`src/rtl/dets_pkg.sv`:
```
// Shared constants, command codes and the controller-to-datapath command type.
`timescale 1ns / 1ps

package dets_pkg;

  // Default widths of samples and of poles and gains.
  localparam int DEF_SAMPLE_WIDTH = 24;
  localparam int DEF_COEFF_WIDTH  = 16;

  // Envelope levels are held with full scale at bit 31.
  localparam int LEVEL_WIDTH = 32;

  // Configuration register indexes.
  localparam int CFG_IDX_WIDTH = 3;
  localparam logic [CFG_IDX_WIDTH-1:0] REG_FAST_ATTACK  = 3'd0;
  localparam logic [CFG_IDX_WIDTH-1:0] REG_FAST_RELEASE = 3'd1;
  localparam logic [CFG_IDX_WIDTH-1:0] REG_SLOW_ATTACK  = 3'd2;
  localparam logic [CFG_IDX_WIDTH-1:0] REG_SLOW_RELEASE = 3'd3;
  localparam logic [CFG_IDX_WIDTH-1:0] REG_SMOOTHING    = 3'd4;
  localparam logic [CFG_IDX_WIDTH-1:0] REG_SENSITIVITY  = 3'd5;

  // Operand pair presented to the shared multiplier.
  typedef enum logic [3:0] {
    MUL_NONE,
    MUL_FAST_OLD,
    MUL_FAST_X,
    MUL_SLOW_OLD,
    MUL_SLOW_X,
    MUL_DIFF,
    MUL_GAIN_OLD,
    MUL_GAIN_RAW,
    MUL_L_G,
    MUL_R_G,
    MUL_L_NG,
    MUL_R_NG
  } mul_sel_e;

  // Accumulator operation on the registered product.
  typedef enum logic [1:0] {
    ACC_HOLD,
    ACC_LOAD,
    ACC_LOAD_HALF,
    ACC_ADD
  } acc_op_e;

  // Register that captures a result taken from the accumulator.
  typedef enum logic [3:0] {
    STO_NONE,
    STO_FAST,
    STO_SLOW,
    STO_RAW,
    STO_GAIN,
    STO_TL,
    STO_TR,
    STO_BL,
    STO_BR
  } store_sel_e;

  // One cycle's worth of datapath control.
  typedef struct packed {
    logic       load_in;
    mul_sel_e   mul_sel;
    acc_op_e    acc_op;
    store_sel_e store_sel;
    logic       load_out;
  } dets_cmd_t;

endpackage

```
`src/rtl/dets_ctrl.sv`:
```
// Sequencing state machine that steps the shared multiplier through one request.
`timescale 1ns / 1ps

module dets_ctrl
  import dets_pkg::*;
(
  input  logic      clk_i,
  input  logic      rst_ni,
  input  logic      in_valid_i,
  output logic      in_ready_o,
  output logic      out_valid_o,
  input  logic      out_ready_i,
  output dets_cmd_t cmd_o
);

  localparam logic [4:0] ST_IDLE = 5'd0;
  localparam logic [4:0] ST_S1   = 5'd1;
  localparam logic [4:0] ST_S2   = 5'd2;
  localparam logic [4:0] ST_S3   = 5'd3;
  localparam logic [4:0] ST_S4   = 5'd4;
  localparam logic [4:0] ST_S5   = 5'd5;
  localparam logic [4:0] ST_S6   = 5'd6;
  localparam logic [4:0] ST_S7   = 5'd7;
  localparam logic [4:0] ST_S8   = 5'd8;
  localparam logic [4:0] ST_S9   = 5'd9;
  localparam logic [4:0] ST_S10  = 5'd10;
  localparam logic [4:0] ST_S11  = 5'd11;
  localparam logic [4:0] ST_S12  = 5'd12;
  localparam logic [4:0] ST_S13  = 5'd13;
  localparam logic [4:0] ST_S14  = 5'd14;
  localparam logic [4:0] ST_S15  = 5'd15;
  localparam logic [4:0] ST_S16  = 5'd16;
  localparam logic [4:0] ST_S17  = 5'd17;
  localparam logic [4:0] ST_S18  = 5'd18;
  localparam logic [4:0] ST_DONE = 5'd19;

  logic [4:0] state_q, state_d;
  logic       out_valid_q, out_valid_d;

  // Step decode: multiplier operands, accumulator action and result capture.
  always_comb begin
    state_d         = state_q;
    cmd_o.load_in   = 1'b0;
    cmd_o.mul_sel   = MUL_NONE;
    cmd_o.acc_op    = ACC_HOLD;
    cmd_o.store_sel = STO_NONE;
    cmd_o.load_out  = 1'b0;
    case (state_q)
      ST_IDLE: begin
        if (in_valid_i) begin
          cmd_o.load_in = 1'b1;
          state_d       = ST_S1;
        end
      end
      ST_S1: begin
        cmd_o.mul_sel = MUL_FAST_OLD;
        state_d       = ST_S2;
      end
      ST_S2: begin
        cmd_o.mul_sel = MUL_FAST_X;
        cmd_o.acc_op  = ACC_LOAD_HALF;
        state_d       = ST_S3;
      end
      ST_S3: begin
        cmd_o.mul_sel = MUL_SLOW_OLD;
        cmd_o.acc_op  = ACC_ADD;
        state_d       = ST_S4;
      end
      ST_S4: begin
        cmd_o.mul_sel   = MUL_SLOW_X;
        cmd_o.acc_op    = ACC_LOAD_HALF;
        cmd_o.store_sel = STO_FAST;
        state_d         = ST_S5;
      end
      ST_S5: begin
        cmd_o.acc_op = ACC_ADD;
        state_d      = ST_S6;
      end
      ST_S6: begin
        cmd_o.store_sel = STO_SLOW;
        state_d         = ST_S7;
      end
      ST_S7: begin
        cmd_o.mul_sel = MUL_DIFF;
        state_d       = ST_S8;
      end
      ST_S8: begin
        cmd_o.acc_op = ACC_LOAD;
        state_d      = ST_S9;
      end
      ST_S9: begin
        cmd_o.mul_sel   = MUL_GAIN_OLD;
        cmd_o.store_sel = STO_RAW;
        state_d         = ST_S10;
      end
      ST_S10: begin
        cmd_o.mul_sel = MUL_GAIN_RAW;
        cmd_o.acc_op  = ACC_LOAD_HALF;
        state_d       = ST_S11;
      end
      ST_S11: begin
        cmd_o.acc_op = ACC_ADD;
        state_d      = ST_S12;
      end
      ST_S12: begin
        cmd_o.store_sel = STO_GAIN;
        state_d         = ST_S13;
      end
      ST_S13: begin
        cmd_o.mul_sel = MUL_L_G;
        state_d       = ST_S14;
      end
      ST_S14: begin
        cmd_o.mul_sel = MUL_R_G;
        cmd_o.acc_op  = ACC_LOAD_HALF;
        state_d       = ST_S15;
      end
      ST_S15: begin
        cmd_o.mul_sel   = MUL_L_NG;
        cmd_o.acc_op    = ACC_LOAD_HALF;
        cmd_o.store_sel = STO_TL;
        state_d         = ST_S16;
      end
      ST_S16: begin
        cmd_o.mul_sel   = MUL_R_NG;
        cmd_o.acc_op    = ACC_LOAD_HALF;
        cmd_o.store_sel = STO_TR;
        state_d         = ST_S17;
      end
      ST_S17: begin
        cmd_o.acc_op    = ACC_LOAD_HALF;
        cmd_o.store_sel = STO_BL;
        state_d         = ST_S18;
      end
      ST_S18: begin
        cmd_o.store_sel = STO_BR;
        state_d         = ST_DONE;
      end
      ST_DONE: begin
        // Hand over once the output register is free or being emptied.
        if (!out_valid_q || out_ready_i) begin
          cmd_o.load_out = 1'b1;
          state_d        = ST_IDLE;
        end
      end
      default: begin
        state_d = ST_IDLE;
      end
    endcase
  end

  // Output register occupancy.
  always_comb begin
    out_valid_d = out_valid_q;
    if (cmd_o.load_out) begin
      out_valid_d = 1'b1;
    end else if (out_ready_i) begin
      out_valid_d = 1'b0;
    end
  end

  always_ff @(posedge clk_i or negedge rst_ni) begin
    if (!rst_ni) begin
      state_q     <= ST_IDLE;
      out_valid_q <= 1'b0;
    end else begin
      state_q     <= state_d;
      out_valid_q <= out_valid_d;
    end
  end

  assign in_ready_o  = (state_q == ST_IDLE);
  assign out_valid_o = out_valid_q;

endmodule

```
`src/rtl/dets_datapath.sv`:
```
// Datapath: registers, envelope state, shared multiplier and accumulator.
`timescale 1ns / 1ps

module dets_datapath
  import dets_pkg::*;
#(
  parameter int SAMPLE_WIDTH = DEF_SAMPLE_WIDTH,
  parameter int COEFF_WIDTH  = DEF_COEFF_WIDTH
) (
  input  logic                           clk_i,
  input  logic                           rst_ni,
  input  dets_cmd_t                      cmd_i,
  input  logic                           cfg_valid_i,
  input  logic [CFG_IDX_WIDTH-1:0]       cfg_index_i,
  input  logic [COEFF_WIDTH-1:0]         cfg_data_i,
  input  logic signed [SAMPLE_WIDTH-1:0] left_sample_i,
  input  logic signed [SAMPLE_WIDTH-1:0] right_sample_i,
  output logic signed [SAMPLE_WIDTH-1:0] texture_left_o,
  output logic signed [SAMPLE_WIDTH-1:0] texture_right_o,
  output logic signed [SAMPLE_WIDTH-1:0] body_left_o,
  output logic signed [SAMPLE_WIDTH-1:0] body_right_o,
  output logic [COEFF_WIDTH:0]           texture_gain_o
);

  localparam int SG_W  = COEFF_WIDTH + 3;
  localparam int MA_W  = LEVEL_WIDTH + 1;
  localparam int P_W   = MA_W + SG_W + 1;
  localparam int ACC_W = P_W + 1;
  localparam int RAW_W = ACC_W - (LEVEL_WIDTH - 1);
  localparam int GF_W  = ACC_W - COEFF_WIDTH;

  localparam logic [COEFF_WIDTH:0]    ONE_Q  = (COEFF_WIDTH + 1)'(1) << COEFF_WIDTH;
  localparam logic signed [ACC_W-1:0] HALF_Q = ACC_W'(1) << (COEFF_WIDTH - 1);

  // Configuration registers.
  logic [COEFF_WIDTH-1:0] fa_q, fr_q, sa_q, sr_q, sc_q, sens_q;

  // Item registers and envelope state.
  logic signed [SAMPLE_WIDTH-1:0] l_q, r_q;
  logic [LEVEL_WIDTH-1:0]         x_q, x_d;
  logic [LEVEL_WIDTH-1:0]         fast_q, slow_q;
  logic [COEFF_WIDTH:0]           gain_q, raw_q;
  logic [SAMPLE_WIDTH-1:0]        tl_q, tr_q, bl_q, br_q;

  // Multiplier and accumulator.
  logic [MA_W-1:0]          mul_a;
  logic [SG_W-1:0]          mul_b;
  logic signed [P_W-1:0]    prod_d, prod_q;
  logic signed [ACC_W-1:0]  acc_q, acc_d;

  // Derived operands.
  logic signed [SAMPLE_WIDTH:0] sum_w;
  logic [SAMPLE_WIDTH:0]        mag_w;
  logic [LEVEL_WIDTH:0]         x_ext;
  logic [COEFF_WIDTH-1:0]       fast_pole, slow_pole;
  logic [COEFF_WIDTH:0]         fast_npole, slow_npole, sc_n, gain_n;
  logic [LEVEL_WIDTH-1:0]       diff;
  logic [SG_W-1:0]              sg;
  logic [RAW_W-1:0]             raw_full;
  logic [COEFF_WIDTH:0]         raw_sat;
  logic [GF_W-1:0]              gain_full;
  logic [COEFF_WIDTH:0]         gain_sat;

  // Configuration writes; indexes beyond the register list are dropped.
  always_ff @(posedge clk_i or negedge rst_ni) begin
    if (!rst_ni) begin
      fa_q   <= '1;
      fr_q   <= '1;
      sa_q   <= '1;
      sr_q   <= '1;
      sc_q   <= '1;
      sens_q <= '0;
    end else if (cfg_valid_i) begin
      case (cfg_index_i)
        REG_FAST_ATTACK:  fa_q   <= cfg_data_i;
        REG_FAST_RELEASE: fr_q   <= cfg_data_i;
        REG_SLOW_ATTACK:  sa_q   <= cfg_data_i;
        REG_SLOW_RELEASE: sr_q   <= cfg_data_i;
        REG_SMOOTHING:    sc_q   <= cfg_data_i;
        REG_SENSITIVITY:  sens_q <= cfg_data_i;
        default: ;
      endcase
    end
  end

  // Mono magnitude scaled so that full scale sits at bit 31.
  always_comb begin
    sum_w = {left_sample_i[SAMPLE_WIDTH-1], left_sample_i}
          + {right_sample_i[SAMPLE_WIDTH-1], right_sample_i};
    mag_w = sum_w[SAMPLE_WIDTH] ? -sum_w : sum_w;
    x_ext = (LEVEL_WIDTH + 1)'(mag_w) << (LEVEL_WIDTH - SAMPLE_WIDTH);
    x_d   = x_ext[LEVEL_WIDTH:1];
  end

  // Pole choice, complements, level difference and sensitivity scale.
  always_comb begin
    fast_pole  = (x_q > fast_q) ? fa_q : fr_q;
    slow_pole  = (x_q > slow_q) ? sa_q : sr_q;
    fast_npole = ONE_Q - {1'b0, fast_pole};
    slow_npole = ONE_Q - {1'b0, slow_pole};
    sc_n       = ONE_Q - {1'b0, sc_q};
    gain_n     = ONE_Q - gain_q;
    diff       = (fast_q > slow_q) ? (fast_q - slow_q) : '0;
    sg         = SG_W'(ONE_Q) + (SG_W'(sens_q) << 3) - SG_W'(sens_q);
  end

  // Operand selection for the shared multiplier.
  always_comb begin
    mul_a = '0;
    mul_b = '0;
    case (cmd_i.mul_sel)
      MUL_FAST_OLD: begin
        mul_a = {1'b0, fast_q};
        mul_b = SG_W'(fast_pole);
      end
      MUL_FAST_X: begin
        mul_a = {1'b0, x_q};
        mul_b = SG_W'(fast_npole);
      end
      MUL_SLOW_OLD: begin
        mul_a = {1'b0, slow_q};
        mul_b = SG_W'(slow_pole);
      end
      MUL_SLOW_X: begin
        mul_a = {1'b0, x_q};
        mul_b = SG_W'(slow_npole);
      end
      MUL_DIFF: begin
        mul_a = {1'b0, diff};
        mul_b = sg;
      end
      MUL_GAIN_OLD: begin
        mul_a = MA_W'(gain_q);
        mul_b = SG_W'(sc_q);
      end
      MUL_GAIN_RAW: begin
        mul_a = MA_W'(raw_q);
        mul_b = SG_W'(sc_n);
      end
      MUL_L_G: begin
        mul_a = {{(MA_W - SAMPLE_WIDTH){l_q[SAMPLE_WIDTH-1]}}, l_q};
        mul_b = SG_W'(gain_q);
      end
      MUL_R_G: begin
        mul_a = {{(MA_W - SAMPLE_WIDTH){r_q[SAMPLE_WIDTH-1]}}, r_q};
        mul_b = SG_W'(gain_q);
      end
      MUL_L_NG: begin
        mul_a = {{(MA_W - SAMPLE_WIDTH){l_q[SAMPLE_WIDTH-1]}}, l_q};
        mul_b = SG_W'(gain_n);
      end
      MUL_R_NG: begin
        mul_a = {{(MA_W - SAMPLE_WIDTH){r_q[SAMPLE_WIDTH-1]}}, r_q};
        mul_b = SG_W'(gain_n);
      end
      default: begin
        mul_a = '0;
        mul_b = '0;
      end
    endcase
    prod_d = $signed(mul_a) * $signed({1'b0, mul_b});
  end

  // Accumulator update from the product of the previous cycle.
  always_comb begin
    acc_d = acc_q;
    case (cmd_i.acc_op)
      ACC_LOAD:      acc_d = ACC_W'(prod_q);
      ACC_LOAD_HALF: acc_d = ACC_W'(prod_q) + HALF_Q;
      ACC_ADD:       acc_d = acc_q + ACC_W'(prod_q);
      default:       acc_d = acc_q;
    endcase
  end

  // Raw gain and smoothed gain, each saturated to one.
  always_comb begin
    raw_full  = acc_q[ACC_W-1:LEVEL_WIDTH-1];
    raw_sat   = (raw_full > RAW_W'(ONE_Q)) ? ONE_Q : raw_full[COEFF_WIDTH:0];
    gain_full = acc_q[ACC_W-1:COEFF_WIDTH];
    gain_sat  = (gain_full > GF_W'(ONE_Q)) ? ONE_Q : gain_full[COEFF_WIDTH:0];
  end

  // Envelope and gain state.
  always_ff @(posedge clk_i or negedge rst_ni) begin
    if (!rst_ni) begin
      fast_q <= '0;
      slow_q <= '0;
      gain_q <= '0;
    end else begin
      case (cmd_i.store_sel)
        STO_FAST: fast_q <= acc_q[COEFF_WIDTH+LEVEL_WIDTH-1:COEFF_WIDTH];
        STO_SLOW: slow_q <= acc_q[COEFF_WIDTH+LEVEL_WIDTH-1:COEFF_WIDTH];
        STO_GAIN: gain_q <= gain_sat;
        default: ;
      endcase
    end
  end

  // Item payload, product, accumulator and scaled results.
  always_ff @(posedge clk_i) begin
    prod_q <= prod_d;
    acc_q  <= acc_d;
    if (cmd_i.load_in) begin
      l_q <= left_sample_i;
      r_q <= right_sample_i;
      x_q <= x_d;
    end
    case (cmd_i.store_sel)
      STO_RAW: raw_q <= raw_sat;
      STO_TL:  tl_q  <= acc_q[COEFF_WIDTH+SAMPLE_WIDTH-1:COEFF_WIDTH];
      STO_TR:  tr_q  <= acc_q[COEFF_WIDTH+SAMPLE_WIDTH-1:COEFF_WIDTH];
      STO_BL:  bl_q  <= acc_q[COEFF_WIDTH+SAMPLE_WIDTH-1:COEFF_WIDTH];
      STO_BR:  br_q  <= acc_q[COEFF_WIDTH+SAMPLE_WIDTH-1:COEFF_WIDTH];
      default: ;
    endcase
    if (cmd_i.load_out) begin
      texture_left_o  <= tl_q;
      texture_right_o <= tr_q;
      body_left_o     <= bl_q;
      body_right_o    <= br_q;
      texture_gain_o  <= gain_q;
    end
  end

endmodule

```
`src/rtl/dual_envelope_transient_splitter_top.sv`:
```
// Requests are taken only while the sequencer is idle; it works on one request at a time
// and waits on an output stall before it hands the result over. The single shared multiplier
// carries eleven products per request through one accumulator.
// The output register holds a finished result while the next request is taken.
// Reset (rst_ni low, asynchronous) clears both envelopes and the smoothed gain,
// sets the five poles to all ones and the sensitivity to zero.
`timescale 1ns / 1ps

module dual_envelope_transient_splitter_top
  import dets_pkg::*;
#(
  parameter int SAMPLE_WIDTH = DEF_SAMPLE_WIDTH,
  parameter int COEFF_WIDTH  = DEF_COEFF_WIDTH
) (
  input  logic                           clk_i,
  input  logic                           rst_ni,
  input  logic                           cfg_valid_i,
  output logic                           cfg_ready_o,
  input  logic [CFG_IDX_WIDTH-1:0]       cfg_index_i,
  input  logic [COEFF_WIDTH-1:0]         cfg_data_i,
  input  logic                           in_valid_i,
  output logic                           in_ready_o,
  input  logic signed [SAMPLE_WIDTH-1:0] left_sample_i,
  input  logic signed [SAMPLE_WIDTH-1:0] right_sample_i,
  output logic                           out_valid_o,
  input  logic                           out_ready_i,
  output logic signed [SAMPLE_WIDTH-1:0] texture_left_o,
  output logic signed [SAMPLE_WIDTH-1:0] texture_right_o,
  output logic signed [SAMPLE_WIDTH-1:0] body_left_o,
  output logic signed [SAMPLE_WIDTH-1:0] body_right_o,
  output logic [COEFF_WIDTH:0]           texture_gain_o
);

  dets_cmd_t cmd;

  // Register writes are always taken.
  assign cfg_ready_o = 1'b1;

  // Step sequencer.
  dets_ctrl u_ctrl (
    .clk_i       (clk_i),
    .rst_ni      (rst_ni),
    .in_valid_i  (in_valid_i),
    .in_ready_o  (in_ready_o),
    .out_valid_o (out_valid_o),
    .out_ready_i (out_ready_i),
    .cmd_o       (cmd)
  );

  // Arithmetic and storage.
  dets_datapath #(
    .SAMPLE_WIDTH (SAMPLE_WIDTH),
    .COEFF_WIDTH  (COEFF_WIDTH)
  ) u_datapath (
    .clk_i           (clk_i),
    .rst_ni          (rst_ni),
    .cmd_i           (cmd),
    .cfg_valid_i     (cfg_valid_i),
    .cfg_index_i     (cfg_index_i),
    .cfg_data_i      (cfg_data_i),
    .left_sample_i   (left_sample_i),
    .right_sample_i  (right_sample_i),
    .texture_left_o  (texture_left_o),
    .texture_right_o (texture_right_o),
    .body_left_o     (body_left_o),
    .body_right_o    (body_right_o),
    .texture_gain_o  (texture_gain_o)
  );

`ifndef SYNTH
  // A taken request keeps the input closed while it is worked on.
  assert property (@(posedge clk_i) disable iff (!rst_ni)
    in_valid_i && in_ready_o |=> !in_ready_o)
    else $error("input taken again while a request is in progress");

  // A new result appears only at the end of a request's work.
  assert property (@(posedge clk_i) disable iff (!rst_ni)
    $rose(out_valid_o) |-> $past(!in_ready_o))
    else $error("result presented without a request being processed");

  // The presented gain never exceeds one.
  assert property (@(posedge clk_i) disable iff (!rst_ni)
    out_valid_o |-> texture_gain_o <= ((COEFF_WIDTH + 1)'(1) << COEFF_WIDTH))
    else $error("texture gain above unity");
`endif

endmodule

```
`config.mk`:
```
export PLATFORM = sky130hd
export DESIGN_NAME = dual_envelope_transient_splitter_top
export DESIGN_NICKNAME = d
export VERILOG_FILES = /design/src/rtl/dets_pkg.sv /design/src/rtl/dets_ctrl.sv /design/src/rtl/dets_datapath.sv /design/src/rtl/dual_envelope_transient_splitter_top.sv
export SDC_FILE = /design/constraint.sdc
export NUM_CORES = 2
export LEC_CHECK = 0
export ABC_AREA = 1
export BUFFER_PORTS_ARGS = -buffer_cell sky130_fd_sc_hd__buf_2
export CAP_MARGIN = 40
export CORE_AREA = 10 10 341 343
export DETAILED_ROUTE_END_ITERATION = 6
export DIE_AREA = 0 0 351 353
export PLACE_DENSITY = 0.66
export SLEW_MARGIN = 15
export SYNTH_ARGS = -nofsm -noshare
export SYNTH_HDL_FRONTEND = slang
export SYNTH_HIERARCHICAL = 1
export SYNTH_SLANG_ARGS = --single-unit
export TNS_END_PERCENT = 30
```
`constraint.sdc`:
```
create_clock -name clk_i -period 25.6 [get_ports clk_i]
set_input_delay 0 -clock clk_i [delete_from_list [all_inputs] [get_ports clk_i]]
set_output_delay 0 -clock clk_i [all_outputs]
set_load 0.01 [all_outputs]
```
==> run summary <==
Die Ht: 353 um
DR vias: 46039
Most frequent cells after synthesis: 1275 x inv_1, 1260 x nand2_1, 623 x fa_1
Synth async-reset ratio: 0.3107
Yosys cell types: 69
# rows: 122
Shortest period the worst path allows: 11.17 ns
Synth top area share: 0.2258
Clock Skews: 0.04923 ns
Nets: 7740
Multi-input gate area: 0.03321 sq mm
PortBufs: 186
Cell count after synthesis: 6466
DR WL/cell: 22.05 um
Syn avg cell area: 8.541 sq um
Largest area contributor in the netlist: fa_1
CTS tree: yes
CORE AREA: 0.1098 sq mm
CP max stage cell: nor3_4
DIE AREA: 0.1239 sq mm
Post-CTS Resized: 0
Vias per Instance: 5.613
Count of pins over their slew limit: 0
Vias in the first global route: 46857
Critical Path RT: 26.09 ns
# DRC: 0
Clock Tree Buf Depth: 3
M2 GR Usage: 0.4621
Final core utilization: 0.5572
H-tree levels: 3
Worst skew pair latency: 0.66 ns
Die width: 351 um
Critical path launch point type: register
TritonCTS Sinks: 589
Largest net degree at the start of global routing: 65
RD Place Congestion: 0.9718
Crit Path Max Fanout: 31
Worst-margin pin slew: 0.9123 ns
Critical path arrival: 11.67 ns
First-pass GRT wire length: 280.8 mm
Most frequent cell after synthesis: inv_1
Clk slew on worst S/H paths: 0.06 ns
Top Ports: 188
DRT antenna net count: 0
Initial drt markers: 4219
Post-synthesis sequential area ratio: 0.2959
Status: complete, no violations
Setup violations, final: 0
Synth warn: 6
FF+latch area: 0.01634 sq mm
GRT met3 Usage: 0.05485
Min-Delay Path Class: in2reg
Dpl hpwl: 142.9 mm
Fillers: 10087
Total wire length: 180.9 mm
Initial Util: 0.5032
Root Driver: clkbuf_16
GR Util met1: 0.3973
Mapped cell area: 0.05522 sq mm
Ys flop type: edfxtp_1
GRT Overall Usage: 0.2945
Worst stage delay on the critical path: 0.69 ns
Initial antenna violation count: 9
Final Hold Viols: 0
Layout cells sized above 1: 0.08606
Post-route clock period utilization: 0.4364
Drt pass-1 iters: 5
Largest cells by area after synthesis: fa_1 23%, edfxtp_1 19%, inv_1 8.7%, nand2_1 8.6%, ha_1 7.4%
Max cap viols: 0
Maximum clock frequency: 0.08951 GHz
Relative slew slack: 0.3898
Setup crit end kind: register
RSZ-0062 raised after global routing: false
Most used routing layer: met2
Setup TNS Final: 0 ns
Crit Path Class: reg2reg
Area growth from synthesis to layout: 10.73%
Total grt overflow: 0
Seq cells post-synth: 589
CTS Buf Count: 68
EDFF count, synth: 353
==> per-layer routing <==
| metal | share of wire | routed length, um | vias up |
|---|---|---|---|
| met5 | 0.000077 | 14 | - |
| met4 | 0.048 | 8615 | 2 |
| met3 | 0.092 | 16600 | 413 |
| met2 | 0.45 | 81190 | 2189 |
| met1 | 0.41 | 74440 | 22430 |
| li1 | - | - | 21005 |
==> state kept, by name, indices dropped and copies added (netlist names), 17 cells and up <==
signal,cells
u_datapath/texture_left_o,24
u_datapath/tr_q,24
u_datapath/r_q,24
u_datapath/acc_q,54
u_datapath/bl_q,24
u_datapath/tl_q,24
u_datapath/br_q,24
u_datapath/raw_q,17
u_datapath/x_q,25
u_datapath/prod_q,53
u_datapath/slow_q,32
u_datapath/body_left_o,24
u_datapath/texture_gain_o,17
u_datapath/body_right_o,24
u_datapath/l_q,24
u_datapath/texture_right_o,24
u_datapath/gain_q,17
u_datapath/fast_q,32
==> metrics by stage <==
step                      setup slack (ns)  std cells  cell area (sq um)  hold WS, ns
final                                14.43       8202              61150      0.08211
after detailed placement             14.58       7996              58010      0.01053
after global routing                 13.62       8201              61150      0.07161
after global placement               14.61       7980              57750     0.006509
after floorplan                      16.94       6469              55240      -0.2956
after CTS                            14.48       8196              61080      0.05514
==> critical path: cells and delay by family (launching register included) <==
| kind | cells | cell delay (ns) |
|---|---|---|
| fa+ha+maj | 9 | 4.23 |
| simple gates | 19 | 3.05 |
| compound gates | 7 | 1.69 |
| buf+inv | 10 | 1.40 |
| flops | 1 | 0.45 |
| xor+xnor | 1 | 0.15 |
==> timing repair <==
action | 4_1_cts | 5_1_grt
hold endpoints to repair | 200 | 0
setup buffers | 0 | 0
endpoints found under the setup margin | 0 | 0
hold buffers | 75 | 0
==> final timing paths <==
kind	from	to	slack, ns	cells past startpoint
worst min register to register	u_datapath/bl_q[15]	u_datapath/body_left_o[15]	0.41	0
max in group asynchronous	rst_ni	u_datapath/sc_q[2]	23.76	7
worst max-delay path	u_ctrl/state_q[0]	u_datapath/prod_q[46]	14.43	46
worst max register to register	u_ctrl/state_q[0]	u_datapath/prod_q[46]	14.43	46
min in group asynchronous	rst_ni	u_datapath/slow_q[22]	0.49	4
worst min-delay path	right_sample_i[22]	u_datapath/r_q[22]	0.08	2
==> cells in the final DEF (no fill, tap or decap), types with 80 or more instances in the layout <==
cell type and count:
inv_1 1275, nand2_1 1259, fa_1 623, nor2_1 529, a21oi_1 415, o21ai_0 369
edfxtp_1 353, ha_1 326, nand3_1 246, buf_2 186, dfrtp_1 103, xor2_1 94
dfstp_2 80
==> kinds of logic after synthesis <==
| group | after synthesis | synth area share |
|---|---|---|
| simple gates | 2252 | 0.1708 |
| buf+inv | 1487 | 0.1044 |
| compound gates | 1035 | 0.1050 |
| fa+ha+maj | 949 | 0.2997 |
| flops | 589 | 0.2959 |
| xor+xnor | 151 | 0.02395 |
| other cells | 3 | 0.0002039 |
==> cell type report <==
type                       count  share of cell area
antenna                        2          0.00008184
multi-input combinational   4393              0.5430
inverter                    1313             0.08064
sequential                   589              0.2672
clock buffer                  85             0.03006
tap                         1426             0.02918
clock inverter                40            0.007652
timing repair buffer         354             0.04217
Power is left out: the tool's default activity adds up to more than one toggle a clock period on the data nets, which glitch-free logic cannot reach.
